**src/design/ipl_pkg.sv**
```systemverilog
// Shared types, constants and the control program for the PI loop unit.
// Used by incremental_pi_loop_with_plant_model_unit; depends on nothing else.
package ipl_pkg;

  // Default depth bound of the control-value history.
  localparam int MAX_DELAY_DEF = 16;

  // Register indexes on the configuration port.
  typedef enum logic [2:0] {
    REG_PLANT_COEF_A1 = 3'd0,
    REG_PLANT_COEF_A2 = 3'd1,
    REG_PLANT_GAIN_B  = 3'd2,
    REG_GAIN_NOW      = 3'd3,
    REG_GAIN_LAST     = 3'd4,
    REG_DEAD_TIME     = 3'd5
  } reg_idx_t;

  // Register values after reset.
  localparam logic signed [31:0] A1_RST   = 32'sd519884048;
  localparam logic signed [31:0] A2_RST   = -32'sd251658240;
  localparam logic signed [31:0] B_RST    = 32'sd838861;
  localparam logic signed [31:0] Q0_RST   = 32'sd26843546;
  localparam logic signed [31:0] Q1_RST   = -32'sd26843546;
  localparam logic [4:0]         DEAD_RST = 5'd5;

  // Sequencer top-level state.
  typedef enum logic {
    ST_IDLE,
    ST_RUN
  } state_t;

  // Operand pair fed to the shared multiplier.
  typedef enum logic [2:0] {
    MUL_Q0E,
    MUL_Q1EP,
    MUL_A1Y,
    MUL_A2YP,
    MUL_BUD,
    MUL_EE,
    MUL_IDLE
  } mul_sel_t;

  // Accumulator operation.
  typedef enum logic [1:0] {
    ACC_HOLD,
    ACC_LOAD_U0,
    ACC_ADD,
    ACC_LOAD
  } acc_op_t;

  // Step sequencing: go to the next step, or end the program once the
  // output register can take the result (hold here otherwise).
  typedef enum logic {
    SEQ_NEXT,
    SEQ_END
  } seq_op_t;

  typedef struct packed {
    mul_sel_t mul;
    acc_op_t  acc;
    logic     wr_u;
    logic     wr_hist;
    seq_op_t  seq;
  } ucode_t;

  localparam int NSTEPS = 7;
  localparam int STEP_W = $clog2(NSTEPS);

  // Control program, one word per step.
  function automatic ucode_t ucode_rom(input logic [STEP_W-1:0] step);
    ucode_t w;
    w = '{mul: MUL_IDLE, acc: ACC_HOLD, wr_u: 1'b0, wr_hist: 1'b0, seq: SEQ_END};
    unique case (step)
      3'd0: w = '{mul: MUL_Q0E,  acc: ACC_LOAD_U0, wr_u: 1'b0, wr_hist: 1'b0, seq: SEQ_NEXT};
      3'd1: w = '{mul: MUL_Q1EP, acc: ACC_ADD,     wr_u: 1'b0, wr_hist: 1'b0, seq: SEQ_NEXT};
      3'd2: w = '{mul: MUL_A1Y,  acc: ACC_ADD,     wr_u: 1'b0, wr_hist: 1'b0, seq: SEQ_NEXT};
      3'd3: w = '{mul: MUL_A2YP, acc: ACC_LOAD,    wr_u: 1'b1, wr_hist: 1'b0, seq: SEQ_NEXT};
      3'd4: w = '{mul: MUL_BUD,  acc: ACC_ADD,     wr_u: 1'b0, wr_hist: 1'b1, seq: SEQ_NEXT};
      3'd5: w = '{mul: MUL_EE,   acc: ACC_ADD,     wr_u: 1'b0, wr_hist: 1'b0, seq: SEQ_NEXT};
      3'd6: w = '{mul: MUL_IDLE, acc: ACC_HOLD,    wr_u: 1'b0, wr_hist: 1'b0, seq: SEQ_END};
      default: w = '{mul: MUL_IDLE, acc: ACC_HOLD, wr_u: 1'b0, wr_hist: 1'b0, seq: SEQ_END};
    endcase
    return w;
  endfunction

  // Saturate a 40-bit signed value to 32 bits.
  function automatic logic signed [31:0] sat32(input logic signed [39:0] x);
    logic signed [31:0] r;
    if ((&x[39:31]) || !(|x[39:31])) begin
      r = x[31:0];
    end else if (x[39]) begin
      r = 32'sh8000_0000;
    end else begin
      r = 32'sh7FFF_FFFF;
    end
    return r;
  endfunction

endpackage

```
**src/design/incremental_pi_loop_with_plant_model_unit.sv**
```systemverilog
// Incremental PI controller closed around a second-order plant with dead time.
// Top level of the block; depends on ipl_pkg.
//
// Usage:
// - Input channel (in_valid / in_stall): one transfer is one sample tick,
//   carrying the setpoint and a restart flag. Restart clears the loop state,
//   the control history and the cost before the tick is worked.
// - Output channel (out_valid / out_stall): one transfer per tick with the
//   plant output used, the new control value and the running cost.
// - Configuration (cfg_we / cfg_index / cfg_wdata): register writes take
//   effect at the clock edge; write only while no tick is in flight.
// The block takes no new tick until the last step of the current one is
// done: six products run one after another through the single 32x32
// multiplier, and one more step saturates the plant sum and updates the cost.
// A waiting result does not block the next tick; if it is still stalled when
// the following result is ready, the sequencer holds in its last step.
// Reset: registers return to their defaults, the loop state and cost clear,
// and the history fill count clears so no old history entry is ever used.
module incremental_pi_loop_with_plant_model_unit
  import ipl_pkg::*;
#(
  parameter int MAX_DELAY = MAX_DELAY_DEF
) (
  input  logic               clk,
  input  logic               rst_n,
  input  logic               in_valid,
  output logic               in_stall,
  input  logic signed [31:0] in_setpoint,
  input  logic               in_restart,
  output logic               out_valid,
  input  logic               out_stall,
  output logic signed [31:0] out_plant_output,
  output logic signed [31:0] out_control_value,
  output logic        [47:0] out_cost_sum,
  input  logic               cfg_we,
  input  logic        [2:0]  cfg_index,
  input  logic        [31:0] cfg_wdata
);

  localparam int HIST_LEN = MAX_DELAY + 1;
  localparam int AW       = $clog2(HIST_LEN);
  localparam int CW       = $clog2(HIST_LEN + 1);

  // Configuration registers.
  logic signed [31:0] a1_r, a2_r, b_r, q0_r, q1_r;
  logic        [4:0]  dead_r;

  always_ff @(posedge clk) begin
    if (!rst_n) begin
      a1_r   <= A1_RST;
      a2_r   <= A2_RST;
      b_r    <= B_RST;
      q0_r   <= Q0_RST;
      q1_r   <= Q1_RST;
      dead_r <= DEAD_RST;
    end else if (cfg_we) begin
      unique case (cfg_index)
        REG_PLANT_COEF_A1: a1_r   <= cfg_wdata;
        REG_PLANT_COEF_A2: a2_r   <= cfg_wdata;
        REG_PLANT_GAIN_B:  b_r    <= cfg_wdata;
        REG_GAIN_NOW:      q0_r   <= cfg_wdata;
        REG_GAIN_LAST:     q1_r   <= cfg_wdata;
        REG_DEAD_TIME:     dead_r <= cfg_wdata[4:0];
        default: ;
      endcase
    end
  end

  // Sequencer state.
  state_t            state_r, state_nxt;
  logic [STEP_W-1:0] step_r;
  ucode_t            uc;
  logic              in_xfer, out_busy, step_go, fin;

  // Loop state and datapath registers.
  logic signed [31:0] y_r, yprev_r, eprev_r, u0_r, e_r, u_r;
  logic        [47:0] cost_r;
  logic signed [63:0] prod_r;
  logic signed [39:0] acc_r;
  logic        [AW-1:0] wptr_r;
  logic        [CW-1:0] cnt_r;
  logic signed [31:0] rd_r;
  logic               hist_ok_r;
  logic               out_valid_r;
  logic signed [31:0] out_y_r, out_u_r;
  logic        [47:0] out_cost_r;

  logic signed [31:0] hist_mem [HIST_LEN];

  assign uc       = ucode_rom(step_r);
  assign in_xfer  = in_valid && !in_stall;
  assign out_busy = out_valid_r && out_stall;

  // Next state.
  always_comb begin
    state_nxt = state_r;
    unique case (state_r)
      ST_IDLE: if (in_valid) state_nxt = ST_RUN;
      ST_RUN:  if (uc.seq == SEQ_END && !out_busy) state_nxt = ST_IDLE;
    endcase
  end

  // Sequencer outputs.
  always_comb begin
    in_stall = 1'b1;
    step_go  = 1'b0;
    fin      = 1'b0;
    unique case (state_r)
      ST_IDLE: in_stall = 1'b0;
      ST_RUN: begin
        step_go = (uc.seq == SEQ_NEXT) || !out_busy;
        fin     = (uc.seq == SEQ_END) && !out_busy;
      end
    endcase
  end

  always_ff @(posedge clk) begin
    if (!rst_n) begin
      state_r <= ST_IDLE;
      step_r  <= '0;
    end else begin
      state_r <= state_nxt;
      if (in_xfer || fin) begin
        step_r <= '0;
      end else if (step_go) begin
        step_r <= step_r + 1'b1;
      end
    end
  end

  // Effective delay: values above the history bound act as the bound.
  logic [AW-1:0] d_cur;
  logic [AW:0]   rd_diff;
  logic [AW-1:0] rd_addr;
  logic signed [31:0] y_eff;
  logic signed [32:0] err_diff;

  always_comb begin
    if ({27'b0, dead_r} > 32'(MAX_DELAY)) begin
      d_cur = AW'(MAX_DELAY);
    end else begin
      d_cur = AW'(dead_r);
    end
    rd_diff = {1'b0, wptr_r} - {1'b0, d_cur};
    if (rd_diff[AW]) begin
      rd_addr = AW'(rd_diff + (AW+1)'(HIST_LEN));
    end else begin
      rd_addr = rd_diff[AW-1:0];
    end
    y_eff    = in_restart ? 32'sd0 : y_r;
    err_diff = {in_setpoint[31], in_setpoint} - {y_eff[31], y_eff};
  end

  // History memory: written with the new control value, read at tick start.
  always_ff @(posedge clk) begin
    if (step_go && uc.wr_hist) begin
      hist_mem[wptr_r] <= u_r;
    end
    if (in_xfer) begin
      rd_r <= hist_mem[rd_addr];
    end
  end

  // Shared multiplier operands.
  logic signed [31:0] mul_a, mul_b, ud;
  logic signed [35:0] pq;

  assign ud = (d_cur == '0) ? u_r : (hist_ok_r ? rd_r : 32'sd0);
  assign pq = prod_r[63:28];

  always_comb begin
    mul_a = q0_r;
    mul_b = e_r;
    unique case (uc.mul)
      MUL_Q0E:  begin mul_a = q0_r; mul_b = e_r;     end
      MUL_Q1EP: begin mul_a = q1_r; mul_b = eprev_r; end
      MUL_A1Y:  begin mul_a = a1_r; mul_b = y_r;     end
      MUL_A2YP: begin mul_a = a2_r; mul_b = yprev_r; end
      MUL_BUD:  begin mul_a = b_r;  mul_b = ud;      end
      MUL_EE:   begin mul_a = e_r;  mul_b = e_r;     end
      default:  begin mul_a = q0_r; mul_b = e_r;     end
    endcase
  end

  // Cost update and plant output from the finished sums.
  logic [48:0] cost_sum;
  logic [47:0] cost_new;
  logic signed [31:0] y_next;

  always_comb begin
    cost_sum = {1'b0, cost_r} + {1'b0, prod_r[63:16]};
    cost_new = cost_sum[48] ? '1 : cost_sum[47:0];
    y_next   = sat32(acc_r);
  end

  // Datapath steps.
  always_ff @(posedge clk) begin
    if (step_go) begin
      if (uc.mul != MUL_IDLE) begin
        prod_r <= mul_a * mul_b;
      end
      unique case (uc.acc)
        ACC_HOLD:    ;
        ACC_LOAD_U0: acc_r <= 40'(u0_r);
        ACC_ADD:     acc_r <= acc_r + 40'(pq);
        ACC_LOAD:    acc_r <= 40'(pq);
      endcase
      if (uc.wr_u) begin
        u_r <= sat32(acc_r);
      end
    end
    if (in_xfer) begin
      e_r       <= sat32({{7{err_diff[32]}}, err_diff});
      hist_ok_r <= !in_restart && (32'(d_cur) <= 32'(cnt_r));
    end
    if (fin) begin
      out_y_r    <= y_r;
      out_u_r    <= u_r;
      out_cost_r <= cost_new;
    end
  end

  // Loop state, restart clearing and history bookkeeping.
  always_ff @(posedge clk) begin
    if (!rst_n) begin
      y_r     <= '0;
      yprev_r <= '0;
      eprev_r <= '0;
      u0_r    <= '0;
      cost_r  <= '0;
      wptr_r  <= '0;
      cnt_r   <= '0;
    end else if (in_xfer && in_restart) begin
      y_r     <= '0;
      yprev_r <= '0;
      eprev_r <= '0;
      u0_r    <= '0;
      cost_r  <= '0;
      cnt_r   <= '0;
    end else if (fin) begin
      y_r     <= y_next;
      yprev_r <= y_r;
      eprev_r <= e_r;
      u0_r    <= u_r;
      cost_r  <= cost_new;
      wptr_r  <= (wptr_r == AW'(HIST_LEN - 1)) ? '0 : wptr_r + 1'b1;
      if (cnt_r != CW'(HIST_LEN)) begin
        cnt_r <= cnt_r + 1'b1;
      end
    end
  end

  // Output register.
  always_ff @(posedge clk) begin
    if (!rst_n) begin
      out_valid_r <= 1'b0;
    end else if (fin) begin
      out_valid_r <= 1'b1;
    end else if (!out_stall) begin
      out_valid_r <= 1'b0;
    end
  end

  assign out_valid         = out_valid_r;
  assign out_plant_output  = out_y_r;
  assign out_control_value = out_u_r;
  assign out_cost_sum      = out_cost_r;

`ifndef SYNTH
  // The step counter never leaves the program.
  a_step_range: assert property (@(posedge clk) disable iff (!rst_n)
    state_r == ST_RUN |-> 32'(step_r) < NSTEPS)
    else $error("step counter outside the control program");

  // A finished program always lands in the output register and frees the input.
  a_fin_out: assert property (@(posedge clk) disable iff (!rst_n)
    fin |=> out_valid_r && state_r == ST_IDLE)
    else $error("finished tick did not produce a result");

  // A restart transfer leaves the cost, plant output and history fill count cleared.
  a_restart_clear: assert property (@(posedge clk) disable iff (!rst_n)
    in_xfer && in_restart |=> cost_r == '0 && y_r == '0 && cnt_r == '0)
    else $error("restart did not clear the loop state");

  // History bookkeeping stays inside the memory.
  a_hist_bounds: assert property (@(posedge clk) disable iff (!rst_n)
    32'(cnt_r) <= HIST_LEN && 32'(wptr_r) < HIST_LEN)
    else $error("history pointer or fill count out of range");

  // A stalled result is never overwritten by the next tick.
  a_no_overwrite: assert property (@(posedge clk) disable iff (!rst_n)
    out_busy |-> !fin)
    else $error("result overwritten while stalled");
`endif

endmodule
```
**config.mk**
```make
export PLATFORM = sky130hd
export DESIGN_NAME = incremental_pi_loop_with_plant_model_unit
export DESIGN_NICKNAME = d
export VERILOG_FILES = /design/src/design/ipl_pkg.sv /design/src/design/incremental_pi_loop_with_plant_model_unit.sv
export SDC_FILE = /design/constraint.sdc
export NUM_CORES = 2
export LEC_CHECK = 0
export ABC_AREA = 1
export BUFFER_PORTS_ARGS = -buffer_cell sky130_fd_sc_hd__buf_4
export CORE_ASPECT_RATIO = 0.5
export CORE_MARGIN = 5
export CORE_UTILIZATION = 35
export DETAILED_ROUTE_END_ITERATION = 10
export REMOVE_ABC_BUFFERS = 1
export SYNTH_ARGS = -nofsm -noshare
export SYNTH_HDL_FRONTEND = slang
export SYNTH_SLANG_ARGS = --single-unit
```
**constraint.sdc**
```tcl
create_clock -name clk -period 24.8 [get_ports clk]
set_input_delay 3.72 -clock clk [delete_from_list [all_inputs] [get_ports clk]]
set_output_delay 3.72 -clock clk [all_outputs]
set_load 0.05 [all_outputs]
```
==> impl_metrics.toml <==
[finish]
syn2layout_area_growth_pct = 10.2
drive_gt1_share_pct = 6.91
finalNetCount = 11300

[yosys]
synthFlopType = "edfxtp_1"
synthArstFlopShare_pct = 0
synth_mux_area_share_pct = 0
synth.top_cell.area_share_pct = 28.1
synth_fa_ha_area_share_pct = 28.6
ys_types = 62
syn-cell-area_sq_mm = 0.0899
seq_area_frac_synth_pct = 36.0
yosysTopAreaCell = "edfxtp_1"
synth_commonest_cells = "1,631 x nor2_1, 1,506 x inv_1, 1,446 x nand2_1, 1,085 x fa_1, 841 x edfxtp_1"
synth_edf_count = 841
synth_compound_area_share_pct = 10.5
yosys.area_share.xor_xnor_pct = 1.13
synth_cells = 9819
ys_ff_latch = 1197
synth_most_common_cell = "nor2_1"
synth_top_family_by_area = "adder cells"
avgSynthCellArea_sq_um = 9.16
ys_top_cells_by_area = "edfxtp_1 28%, fa_1 24%, dfxtp_1 7.9%"
yosys_warnings = 0
synthSimpleGateAreaFrac_pct = 15.2

[drt]
postRouteAntennaNets = 0
detail_route.wl_per_cell_um = 23.2
route.final.wire_length_um = 310000
drtIter0Drc = 7059
drcViolationCount = 0
vias = 71000
dr.pass1.iters = 6
vias_per_cell = 5.32

[critical_path]
slowest_delay_ns = 0.83
path_class = "register to register"
cp.arrival_ns = 12.13
timing.rr.start = "step_r[1]"
worstPathRequired_ns = 25.27
startpoint = "step_r[1]"
timing.rr.end = "prod_r[51]"
crit_end = "prod_r[51]"
cp_common_cell = "inv_1"
reg2reg_slack_ns = 13.14
r2r_cells = 44
crit_family = "adder cells"
cp_num_cells = 44
crit_path_top_delay_cell = "inv_1"
cp-start-kind = "register"
crit_fanout = 33
worst-path-buf-inv = 12
end_kind = "register"

[die]
io_pins = 187
num_rows = 131
core_sq_mm = 0.255
die_w_um = 727
die_h_um = 368
initial_utilization_pct = 35.2
dieArea_sq_mm = 0.268

[placement]
hpwl_um = 226000
gp_congestion = 0.965
port_buffers = 186
pre_cts_ws_ns = 12.68

[sta]
hold_viol = 0
timing.hold.ws_ns = 0.443
max_slew_margin_pct = 17.6
setup_viol = 0
fin_ws_ns = 13.14
finalClockSkew_ns = 0.0697
worstMarginPinSlew_ns = 1.22
period_share_pct = 47.0
period_minus_slack_ns = 11.66
slew_violations = 0
fmax_mhz = 85.8
rsz0062_at_grt = "false"
fin_tns_setup_ns = 0

[run_status]
status = "completed"

[clocking]
post-cts-setup-buffers = 0
ctsLongestPathBuffers = 3
cts_tree = "built"
cts_buffers = 118
clk_latency_ns = 0.77
root_buffer = "clkbuf_16"
clock-sinks = 1197
hold_buffers = 0
ctsResizeCount = 0
cts_max_level = 3
clk_pin_slew_ns = 0.06

[flow_run]
drv_cap = 0

[grt]
grt_use_total_pct = 22.6
grt_max_degree = 134
antenna_found_initial = 9
grt_pass1_wl_um = 458000
grt-ovfl-total = 0
grt_pass1_vias = 70400

[min_path]
min_path_type = "register to register"
## per-layer routing
layer	wire (um)	track usage, %	up-vias	part of all wire [%]
li1	-	-	31500	-
met1	126000	29.6	35900	41
met2	143000	36.5	3000	46
met3	24600	4.11	655	7.9
met4	16000	10.1	0	5.2
met5	0	0	-	0
## final cells by class
class	instances	area [sq um]
Antenna cell	10	25.0
Clock buffer	149	3140
Clock inverter	74	702
Fill cell	25500	156000
Inverter	1539	5800
Multi-Input combinational cell	6645	50300
Sequential cell	1197	32400
Tap cell	3391	4240
Timing Repair Buffer	345	2590
## worst min-delay path by stage
stage	slack, ns	startpoint	cells past startpoint	endpoint
finish	0.44	y_r[1]	0	out_plant_output[1]
global route	0.45	y_r[1]	0	out_plant_output[1]
CTS	0.44	y_r[1]	0	out_plant_output[1]
detailed placement	0.43	y_r[1]	0	out_plant_output[1]
global placement	0.43	y_r[0]	0	out_plant_output[0]
floorplan	0.41	y_r[0]	0	out_plant_output[0]
## cells by family (layout without fill, tap and decap cells)
group,Yosys count,in the layout
xor+xnor,116,116
simple gates,3456,3456
other cells,0,10
buf+inv,1977,2107
fa+ha+maj,1407,1407
flops,1197,1197
compound gates,1666,1666
## stage by stage
step,std cells,instance area (sq um),util (%)
final,13400,99100,38.8
after global placement,13100,95300,37.3
after CTS,13300,99100,38.8
after global routing,13300,99100,38.8
after detailed placement,13100,95300,37.3
after floorplan,9381,88100,-
## layout by cell type, fill, tap and decap left out, drive strengths merged, types with 18 or more instances in the layout
cell       n
o21ai    857
fa      1085
nor2    1636
a31oi     76
clkbuf   150
o22ai     39
inv     1540
clkinv    60
a21oi    388
nand2   1467
a221oi    33
ha       322
edfxtp   841
o211ai   140
dfxtp    356
nor3      30
nand3    228
a22oi     41
xnor2     32
buf      344
nor4      18
nand4     54
xor2      84
## registers in the layout, summed over array words and instances, names as in the netlist, 40 cells and up
| name | flops |
|---|---|
| out_cost_sum | 48 |
| prod_r | 48 |
| hist_mem | 544 |
| acc_r | 40 |
| cost_r | 48 |
Power is left out: the tool's default activity adds up to more than one toggle a clock period on the data nets, which glitch-free logic cannot reach.
